`src/rtl/core/rfcrc5_pkg.sv`:
```
// Shared constants, types and lookup functions for the RF symbol CRC-5 receiver.
`timescale 1ns / 1ps

package rfcrc5_pkg;

    localparam logic [7:0] CODE_SYNC_LO = 8'h11;
    localparam logic [7:0] CODE_SYNC_HI = 8'h13;
    localparam logic [7:0] CODE_NONE    = 8'hff;
    localparam logic [7:0] CRC_INIT     = 8'h1f;
    localparam logic [7:0] CRC_HDR_MASK = 8'he0;
    localparam logic [4:0] CRC_XOROUT   = 5'h1f;
    localparam logic [7:0] CRC_MULT     = 8'h0e;
    localparam logic [5:0] CRC_POLY     = 6'h29;

    typedef struct packed {
        logic        emit;
        logic [31:0] payload;
        logic        crc_ok;
    } t_frame_res;

    // Symbol ROM: line byte to code, unlisted bytes give CODE_NONE.
    function automatic logic [7:0] sym_decode(input logic [7:0] b);
        logic [7:0] code;
        case (b)
            8'h66: code = 8'h00;
            8'h56: code = 8'h01;
            8'ha6: code = 8'h02;
            8'h6a: code = 8'h03;
            8'h96: code = 8'h04;
            8'h36: code = 8'h05;
            8'h5a: code = 8'h06;
            8'haa: code = 8'h07;
            8'h9a: code = 8'h08;
            8'hb2: code = 8'h09;
            8'h4d: code = 8'h0a;
            8'h65: code = 8'h0b;
            8'h4b: code = 8'h0c;
            8'h55: code = 8'h0d;
            8'ha5: code = 8'h0e;
            8'h2d: code = 8'h0f;
            8'hc0: code = 8'h10;
            8'he0: code = 8'h11;
            8'hf0: code = 8'h12;
            8'hf8: code = 8'h13;
            8'hfc: code = 8'h14;
            default: code = CODE_NONE;
        endcase
        return code;
    endfunction

    // Byte-wise CRC step: v * (x^3+x^2+x) mod (x^5+x^3+1).
    function automatic logic [4:0] crc_step(input logic [7:0] v);
        logic [10:0] prod;
        prod = '0;
        for (int k = 0; k < 8; k++) begin
            if (v[k]) begin
                prod = prod ^ (11'(CRC_MULT) << k);
            end
        end
        for (int k = 10; k >= 5; k--) begin
            if (prod[k]) begin
                prod = prod ^ (11'(CRC_POLY) << (k - 5));
            end
        end
        return prod[4:0];
    endfunction

endpackage

```
`src/rtl/core/rfcrc5_frame.sv`:
```
// Frame tracker: symbol decode, phase sequencer, packet bytes and running CRC-5.
`timescale 1ns / 1ps

module rfcrc5_frame (
    input  logic                    i_clk,
    input  logic                    i_rst_n,
    input  logic                    i_step,
    input  logic [7:0]              i_rx_byte,
    output rfcrc5_pkg::t_frame_res  o_res
);

    typedef enum logic [3:0] {
        PH_IDLE = 4'd0,
        PH_SYNC = 4'd1,
        PH_SOF  = 4'd2,
        PH_B0H  = 4'd3,
        PH_B1L  = 4'd4,
        PH_B1H  = 4'd5,
        PH_B2L  = 4'd6,
        PH_B2H  = 4'd7,
        PH_B3L  = 4'd8,
        PH_B3H  = 4'd9
    } t_phase;

    t_phase     r_phase, n_phase;
    logic [7:0] r_bytes [4];
    logic [7:0] n_bytes [4];
    logic [4:0] r_crc, n_crc;
    logic [4:0] r_fsc, n_fsc;

    logic [7:0] w_code;
    logic [7:0] w_hi;
    logic       w_sync;
    logic [7:0] w_b3;
    logic [4:0] w_crc_fin;

    assign w_code = rfcrc5_pkg::sym_decode(i_rx_byte);
    assign w_hi   = {w_code[3:0], 4'b0000};
    assign w_sync = (w_code >= rfcrc5_pkg::CODE_SYNC_LO) &&
                    (w_code <= rfcrc5_pkg::CODE_SYNC_HI);
    assign w_b3   = r_bytes[3] | w_hi;
    assign w_crc_fin = rfcrc5_pkg::crc_step({3'b000, r_crc} ^ w_b3) ^ rfcrc5_pkg::CRC_XOROUT;

    always_comb begin
        o_res.emit    = !w_sync && (r_phase == PH_B3H);
        o_res.payload = {r_bytes[0][7:5], 5'b00000, r_bytes[1], r_bytes[2], w_b3};
        o_res.crc_ok  = (w_crc_fin == r_fsc);
    end

    always_comb begin
        n_phase = r_phase;
        n_bytes = r_bytes;
        n_crc   = r_crc;
        n_fsc   = r_fsc;
        if (w_sync) begin
            if (r_phase == PH_SYNC) begin
                n_phase = PH_SOF;
            end else if (r_phase != PH_SOF) begin
                n_phase = PH_SYNC;
            end
        end else begin
            case (r_phase)
                PH_SOF: begin
                    n_bytes[0] = w_code;
                    n_phase    = PH_B0H;
                end
                PH_B0H: begin
                    // byte0 done: seed the CRC with its header bits, keep the check field
                    n_bytes[0] = r_bytes[0] | w_hi;
                    n_fsc      = n_bytes[0][4:0];
                    n_crc      = rfcrc5_pkg::crc_step(rfcrc5_pkg::CRC_INIT ^
                                 (n_bytes[0] & rfcrc5_pkg::CRC_HDR_MASK));
                    n_phase    = PH_B1L;
                end
                PH_B1L: begin
                    n_bytes[1] = w_code;
                    n_phase    = PH_B1H;
                end
                PH_B1H: begin
                    n_bytes[1] = r_bytes[1] | w_hi;
                    n_crc      = rfcrc5_pkg::crc_step({3'b000, r_crc} ^ n_bytes[1]);
                    n_phase    = PH_B2L;
                end
                PH_B2L: begin
                    n_bytes[2] = w_code;
                    n_phase    = PH_B2H;
                end
                PH_B2H: begin
                    n_bytes[2] = r_bytes[2] | w_hi;
                    n_crc      = rfcrc5_pkg::crc_step({3'b000, r_crc} ^ n_bytes[2]);
                    n_phase    = PH_B3L;
                end
                PH_B3L: begin
                    n_bytes[3] = w_code;
                    n_phase    = PH_B3H;
                end
                PH_B3H: begin
                    n_bytes[3] = w_b3;
                    n_phase    = PH_IDLE;
                end
                default: begin
                    n_phase = PH_IDLE;
                end
            endcase
        end
    end

    always_ff @(posedge i_clk) begin
        if (!i_rst_n) begin
            r_phase <= PH_IDLE;
        end else if (i_step) begin
            r_phase <= n_phase;
        end
        if (i_step) begin
            r_bytes <= n_bytes;
            r_crc   <= n_crc;
            r_fsc   <= n_fsc;
        end
    end

    a_emit_to_idle: assert property (@(posedge i_clk) disable iff (!i_rst_n)
        i_step && o_res.emit |=> r_phase == PH_IDLE)
        else $error("phase did not return to idle after a packet");

    a_sync_pair_sof: assert property (@(posedge i_clk) disable iff (!i_rst_n)
        i_step && w_sync && r_phase == PH_SYNC |=> r_phase == PH_SOF)
        else $error("second sync did not reach start-of-frame");

    a_emit_only_last: assert property (@(posedge i_clk) disable iff (!i_rst_n)
        o_res.emit |-> r_phase == PH_B3H)
        else $error("packet emitted outside the last nibble");

endmodule

```
`src/rtl/core/rf_symbol_packet_crc5_receiver_unit.sv`:
```
// A packet's last byte waits in the input register; its step fills the result register.
// Throughput: one byte per cycle when not stalled; the frame step runs on each held byte.
// Only a packet-completing byte waits on a stalled, still-full result register.
// Reset (i_rst_n low, synchronous): phase to idle, input and result registers empty.
// Packet bytes and CRC state are payload and are loaded as the frame fills.
`timescale 1ns / 1ps

module rf_symbol_packet_crc5_receiver_unit (
    input  logic        i_clk,
    input  logic        i_rst_n,
    input  logic        i_rx_valid,
    output logic        o_rx_stall,
    input  logic [7:0]  i_rx_byte,
    output logic        o_res_valid,
    input  logic        i_res_stall,
    output logic [31:0] o_payload,
    output logic        o_crc_ok
);

    logic        r_in_valid;
    logic [7:0]  r_in_byte;
    logic        r_out_valid;
    logic [31:0] r_payload;
    logic        r_crc_ok;

    rfcrc5_pkg::t_frame_res w_res;
    logic                   w_step;

    rfcrc5_frame u_frame (
        .i_clk     (i_clk),
        .i_rst_n   (i_rst_n),
        .i_step    (w_step),
        .i_rx_byte (r_in_byte),
        .o_res     (w_res)
    );

    // Advance unless this beat produces a result and the result slot stays occupied.
    assign w_step     = r_in_valid && (!w_res.emit || !r_out_valid || !i_res_stall);
    assign o_rx_stall = r_in_valid && !w_step;

    assign o_res_valid = r_out_valid;
    assign o_payload   = r_payload;
    assign o_crc_ok    = r_crc_ok;

    always_ff @(posedge i_clk) begin
        if (!i_rst_n) begin
            r_in_valid  <= 1'b0;
            r_out_valid <= 1'b0;
        end else begin
            if (i_rx_valid && !o_rx_stall) begin
                r_in_valid <= 1'b1;
            end else if (w_step) begin
                r_in_valid <= 1'b0;
            end
            if (w_step && w_res.emit) begin
                r_out_valid <= 1'b1;
            end else if (!i_res_stall) begin
                r_out_valid <= 1'b0;
            end
        end
        if (i_rx_valid && !o_rx_stall) begin
            r_in_byte <= i_rx_byte;
        end
        if (w_step && w_res.emit) begin
            r_payload <= w_res.payload;
            r_crc_ok  <= w_res.crc_ok;
        end
    end

    a_stall_needs_item: assert property (@(posedge i_clk) disable iff (!i_rst_n)
        o_rx_stall |-> r_in_valid)
        else $error("input stalled with an empty input register");

    a_result_from_step: assert property (@(posedge i_clk) disable iff (!i_rst_n)
        $rose(r_out_valid) |-> $past(w_step && w_res.emit))
        else $error("result appeared without a completing beat");

    a_no_overwrite: assert property (@(posedge i_clk) disable iff (!i_rst_n)
        r_out_valid && i_res_stall |-> !(w_step && w_res.emit))
        else $error("pending result overwritten");

endmodule
```
`config.mk`:
```
export PLATFORM = sky130hd
export DESIGN_NAME = rf_symbol_packet_crc5_receiver_unit
export DESIGN_NICKNAME = d
export VERILOG_FILES = /design/src/rtl/core/rfcrc5_pkg.sv /design/src/rtl/core/rfcrc5_frame.sv /design/src/rtl/core/rf_symbol_packet_crc5_receiver_unit.sv
export SDC_FILE = /design/constraint.sdc
export NUM_CORES = 1
export LEC_CHECK = 0
export ABC_AREA = 1
export BUFFER_PORTS_ARGS = -buffer_cell sky130_fd_sc_hd__buf_2
export CAP_MARGIN = 30
export CORE_UTILIZATION = 59
export CTS_CLUSTER_DIAMETER = 100
export CTS_CLUSTER_SIZE = 40
export DETAILED_ROUTE_END_ITERATION = 10
export GPL_ROUTABILITY_DRIVEN = 0
export PLACE_DENSITY = 0.8
export SLEW_MARGIN = 20
export SYNTH_ARGS = -nofsm -noshare
export SYNTH_HDL_FRONTEND = slang
export SYNTH_SLANG_ARGS = --single-unit
```
`constraint.sdc`:
```
create_clock -name i_clk -period 3.8 [get_ports i_clk]
set_input_delay 0.38 -clock i_clk [delete_from_list [all_inputs] [get_ports i_clk]]
set_output_delay 0.38 -clock i_clk [all_outputs]
set_load 0.02 [all_outputs]
```
**After elaboration in Yosys (flattened, before gate mapping)**

Index checks and enable logic that the tools add are counted.

- Register bits after elaboration: 84
- Input bits: 12
- Output and inout port bits: 35
- Word-level logic and storage cells: 279

- $lt $le $gt $ge: 2
- Equal/unequal tests: 34
- Multiplexer cells: 143
- Bitwise operators: 61
- Reductions and logical operators: 27

Operators by type and width:

| cell | number |
|---|---|
| $mux W11 | 52 |
| $pmux W8 S21 | 1 |
| $mux W9 | 14 |
| $mux W8 | 13 |
| $mux W10 | 10 |
| $mux W7 | 13 |
| $eq A8 B8 Y1 const B | 11 |
| $mux W6 | 13 |
| $eq A8 B7 Y1 const B | 8 |
| $pmux W8 S2 | 4 |
| $not A3 Y3 | 21 |
| $not A2 Y2 | 24 |
| $mux W4 | 10 |
| $mux W5 | 7 |
| $or A8 B8 Y8 | 4 |
| $pmux W4 S7 | 1 |
| $xor A5 B8 Y8 | 3 |
| $not A2 Y3 | 7 |
| $reduce_and A3 Y1 | 6 |
| $eq A4 B3 Y1 const B | 4 |
| $eq A8 B6 Y1 const B | 2 |
| $pmux W5 S3 | 1 |
| $reduce_bool A2 Y1 | 5 |
| $eq A4 B2 Y1 const B | 2 |
| 16 further kinds | 31 |

**Longest topological paths before layout**

- Depth in word-level cells: 58
- Mapped depth: 20
- Mapped depth without buffers: 20

**Hierarchy**

Synthesis repeated with hierarchy kept, for this count alone.

- Cells, all modules: 626
- Area total of the unflattened synthesis: 5,258.8 um2

By module, submodules not included:

| module | instances | cells an instance | area each (um2) | seq. area each (um2) |
|---|---|---|---|---|
| rfcrc5_frame | 1 | 566 | 3,917.5 | 1,341.3 |
| rf_symbol_packet_crc5_receiver_unit | 1 | 60 | 1,341.3 | 1,271.2 |

**Worst setup path before layout**

OpenSTA, ideal clock, no wires.

- Path kind: reg-to-reg
- Start point: reg r_in_byte[2]
- End point: reg r_crc_ok, in the netlist o_crc_ok, enable pin
- Setup time: 0.414 ns
- Arrival: 2.606 ns
- Required time: 3.386 ns
- Path slack: 0.780 ns
- Stages on the path, launching flop included: 14
- Path buffers: 1
- Clock period less this slack: 3.020 ns
- Cells stage by stage: edfxtp_1 inv_1 nand2_1 nor2_1 and2_4 inv_1 nand2_1 nor2_1 nand2_1 nand2_1 inv_1 nand2_1 buf_2 nor2_1

- Word-level cells in the longest chain between the ends: 11
- Elaborated cells between the ends (all ways): 32
- Those cells by class: order compare: 2; eq/ne: 21; mux: 1; reduce/logical: 8

RTL lines:

| item | line | RTL |
|---|---|---|
| from (decl) | rf_symbol_packet_crc5_receiver_unit.sv:21 | `logic [7:0] r_in_byte;` |
| from (signal assigned) | rf_symbol_packet_crc5_receiver_unit.sv:62 | `r_in_byte <= i_rx_byte;` |
| $eq A8 B8 Y1 (tied with other cells) | rfcrc5_pkg.sv:24 | `case (b)` |
| $pmux W8 S21 (*) | rfcrc5_pkg.sv:24 |  |
| $ge A8 B5 Y1 or $le A8 B5 Y1 (tied branches) | rfcrc5_frame.sv:39, rfcrc5_frame.sv:40 |  |
| $logic_and A1 B1 Y1 (*) | rfcrc5_frame.sv:39 | `assign w_sync = (w_code >= rfcrc5_pkg::CODE_SYNC_LO) &&` |
| $logic_not A1 Y1 (*) | rfcrc5_frame.sv:45 | `o_res.emit = !w_sync && (r_phase == PH_B3H);` |
| $logic_and A1 B1 Y1 (*) | rfcrc5_frame.sv:45 |  |
| $logic_not A1 Y1 | rf_symbol_packet_crc5_receiver_unit.sv:38 | `assign w_step = r_in_valid && (!w_res.emit \|\| !r_out_valid \|\| !i_res_stall);` |
| $logic_or A1 B1 Y1 (2 in series) | rf_symbol_packet_crc5_receiver_unit.sv:38 |  |
| $logic_and A1 B1 Y1 | rf_symbol_packet_crc5_receiver_unit.sv:38 |  |
| $logic_and A1 B1 Y1 (*) | rf_symbol_packet_crc5_receiver_unit.sv:64 | `if (w_step && w_res.emit) begin` |
| to (signal assigned) | rf_symbol_packet_crc5_receiver_unit.sv:66 | `r_crc_ok <= w_res.crc_ok;` |
| to (decl) | rf_symbol_packet_crc5_receiver_unit.sv:24 | `logic r_crc_ok;` |

Mark *: on every way between the ends. The rest lies on a longest branch, timed or not.
A chain may end at the register's enable or synchronous reset.

**Final worst setup path**

- Start point: reg r_in_byte[2]
- End point: reg u_frame.r_crc[4], enable pin

- Word-level cells in the longest chain between the ends: 11
- Elaborated cells between the ends (all ways): 33
- Those cells by class: order compare: 2; eq/ne: 21; mux: 1; bitwise: 1; reduce/logical: 8

RTL lines:

| item | line | RTL |
|---|---|---|
| $eq A8 B8 Y1 (tied with other cells) | rfcrc5_pkg.sv:24 |  |
| $pmux W8 S21 (*) | rfcrc5_pkg.sv:24 |  |
| $ge A8 B5 Y1 or $le A8 B5 Y1 (tied branches) | rfcrc5_frame.sv:39, rfcrc5_frame.sv:40 |  |
| $logic_and A1 B1 Y1 (*) | rfcrc5_frame.sv:39 |  |
| $logic_not A1 Y1 | rfcrc5_frame.sv:45 |  |
| $logic_and A1 B1 Y1 | rfcrc5_frame.sv:45 |  |
| $logic_not A1 Y1 | rf_symbol_packet_crc5_receiver_unit.sv:38 |  |
| $logic_or A1 B1 Y1 (2 in series) | rf_symbol_packet_crc5_receiver_unit.sv:38 |  |
| $logic_and A1 B1 Y1 | rf_symbol_packet_crc5_receiver_unit.sv:38 |  |
| $reduce_and A3 Y1 (no source line) (*) | n/a |  |
| to (signal assigned) | rfcrc5_frame.sv:116 | `r_crc <= n_crc;` |
| to (decl) | rfcrc5_frame.sv:28 | `logic [4:0] r_crc, n_crc;` |

Marked as above.

==> flow_summary.yaml <==
global_route:
  grt_max_degree: 22
  antenna_found_initial: 0
  gr-total-overflow: 0
  gr-usage-all-layers_pct: 26.1
  first_global_vias: 3652
  grt_pass1_wl_um: 16700
timing:
  fin_crit_sh_pct: 81.3
  hold_viol: 0
  tightest_slew_ns: 0.916
  final.setup.tns_ns: 0
  setup_viol: 0
  skew_ns: 0.0137
  slew_violations: 0
  max-slew-margin-rel_pct: 38.7
  fin_ws_ns: 0.712
  fin_crit_ns: 3.09
  max_freq_mhz: 324
  rsz0062_at_grt: "no"
setup_path:
  reg2reg_to: "u_frame.r_crc[4]$_DFFE_PP_"
  crit_path_start_kind: "register"
  crit_fanout: 11
  crit_path_end_kind: "register"
  crit_required_ns: 3.80
  reg2reg_slack_ns: 0.71
  cp_data_arrival_time_ns: 3.08
  crit_type: "register to register"
  worst-r2r-cell-count: 14
  r2r_start: "r_in_byte[2]$_DFFE_PP_"
clock_tree:
  cts_max_level: 3
  cts_buffers: 9
  clk_latency_ns: 0.36
  cts.sinks: 84
  clock_path_buffers: 2
  cts.clk_slew.worst_paths_ns: 0.09
  ctsResizeCount: 0
  cts_tree: "yes"
  cts_setup_buffers: 0
  root_buffer: "clkbuf_8"
  cts_hold_buffers: 0
routing:
  routed_wl_um: 10100
  drt_first_pass_iters: 5
  vias_per_cell: 5.49
  drt_iter0_markers: 249
  antenna_left: 0
  vias: 3796
  drc: 0
  avgRoutedWirePerCell_um: 14.5
floorplanning:
  coreArea_mm2: 0.00773
  die_y_um: 91.3
  row_count: 32
  initial_utilization_pct: 60.9
  die_x_um: 91.3
  die_area_mm2: 0.00834
  boundaryPins: 47
status:
  status: "finished, final reports clean"
cells_and_area:
  syn_to_final_growth_pct: 10.7
  drive_above_1_share_pct: 18.8
  num_antenna_cells: 0
  fin_nets: 597
placement:
  portBuffers: 41
  place_ws_ns: 0.780
  place_hpwl_um: 7720
logic_synthesis:
  yosysMostFrequentCell: "nand2_1"
  synth_common_cells: "135 x nand2_1, 78 x edfxtp_1, 70 x inv_1"
  ys_seq_area_share_pct: 52.3
  synth_area_leaders: "edfxtp_1 50%, nand2_1 11%, inv_1 5.6%"
  yosysTopAreaCell: "edfxtp_1"
  synth_area_per_cell_um2: 8.78
  ys.flop_type: "edfxtp_1"
  synth_top_area_share_pct: 49.8
  synth-seq-cells: 84
  synthArstFlopShare_pct: 0
  synth-edff-count: 78
  yosysWarnings: 0
  synthCells: 536
  syn_area_mm2: 0.00471
  yosysUniqueCellTypes: 41
pwr:
  power_density_mw_per_mm2: 348
  p_leak_nw: 2.25
  ir_drop_mv: 0.221
hold_path:
  hp-start: "i_rx_byte[5]"
  hold_depth: 1
  hold_end: "r_in_byte[5]$_DFFE_PP_"
  hold_class: "input pin to register"
job:
  cap_viol_max_count: 0
## per-layer routing
layer  wire, um  vias up  track usage [%]
met5          0        -                0
met2       4910      168             44.1
li1           -     1820                -
met4        424        0             14.7
met3        580       37             3.77
met1       4140     1771             32.1
## worst max-delay path, cell delays in order (launching register included)
cell and delay, ns:
edfxtp_1 0.45, inv_1 0.11, nand2_1 0.07, nor2_1 0.14, and2_4 0.19, inv_1 0.04
nand2_1 0.11, nor2_1 0.07, nand2_1 0.06, nand2_1 0.06, inv_1 0.06, nand2_1 0.21
nor3_1 0.59, nand2_1 0.22, o21ai_0 0.34
## worst max-delay path by stage
stage	slack [ns]	cells past startpoint	start	end
2_1_floorplan	0.78	13	r_in_byte[2]$_DFFE_PP_	o_crc_ok$_DFFE_PP_
3_3_place_gp	0.99	14	r_in_byte[2]$_DFFE_PP_	u_frame.r_crc[1]$_DFFE_PP_
3_5_place_dp	0.78	14	r_in_byte[2]$_DFFE_PP_	u_frame.r_crc[3]$_DFFE_PP_
4_1_cts	0.78	14	r_in_byte[2]$_DFFE_PP_	u_frame.r_crc[4]$_DFFE_PP_
5_1_grt	0.49	14	r_in_byte[1]$_DFFE_PP_	u_frame.r_crc[4]$_DFFE_PP_
6_report	0.71	14	r_in_byte[2]$_DFFE_PP_	u_frame.r_crc[4]$_DFFE_PP_
## where the power goes
group          internal (mW)  switching, mW
Sequential              1.02         0.0105
Combinational         0.0495          0.118
Clock                  0.253          0.363
Total                   1.32          0.491
## layout make-up
| cell class | count | area [um^2] |
|---|---|---|
| Clock inverter | 7 | 63.8 |
| Inverter | 76 | 285 |
| Tap cell | 102 | 128 |
| Multi-Input combinational cell | 370 | 1910 |
| Fill cell | 636 | 2520 |
| Clock buffer | 9 | 124 |
| Timing Repair Buffer | 44 | 238 |
| Sequential cell | 84 | 2460 |
## cell usage in the layout (no fill, tap or decap), types with 4 or more instances in the layout
cell type / netlist / final
nand2_1: 135 / 135
edfxtp_1: 78 / 78
inv_1: 70 / 70
nor2_1: 65 / 64
buf_2: 3 / 41
nand3_1: 40 / 40
xor2_1: 19 / 19
nand2_2: 17 / 17
xnor2_1: 15 / 15
o21ai_0: 12 / 12
a21oi_1: 11 / 11
clkbuf_8: 0 / 9
nor2_4: 7 / 7
inv_2: 6 / 6
nor2_2: 5 / 6
nor3_1: 6 / 6
dfxtp_1: 6 / 6
conb_1: 1 / 5
nand4_1: 4 / 4
## sequential cells by signal, summed over array words and instances, names as in the netlist
signal,cells
o_crc_ok,1
o_payload,27
o_res_valid,1
r_in_byte,8
r_in_valid,1
u_frame.o_res,19
u_frame.r_bytes,13
u_frame.r_crc,5
u_frame.r_fsc,5
u_frame.r_phase,4
## per-stage QoR
| step | hold WS, ns | power [mW] | cells | utilization, % | cell area [um^2] |
|---|---|---|---|---|---|
| 2_1_floorplan | 0.400 | 1.18 | 540 | - | 4720 |
| 3_3_place_gp | 0.404 | 1.21 | 675 | 64.9 | 5020 |
| 3_5_place_dp | 0.406 | 1.21 | 675 | 64.9 | 5020 |
| 4_1_cts | 0.191 | 1.82 | 691 | 67.4 | 5200 |
| 5_1_grt | 0.193 | 1.88 | 692 | 67.4 | 5210 |
| 6_report | 0.199 | 1.81 | 692 | 67.4 | 5210 |
## logic make-up after synthesis
family                 synth area share [%]
flip-flops                             52.3
AND/OR/NAND/NOR                        30.0
buffers and inverters                  7.50
other                                0.0797
XOR/XNOR                               6.67
AO/OA/AOI/OAI                          3.46
No activity file was read; power rests on OpenSTA's default activity.
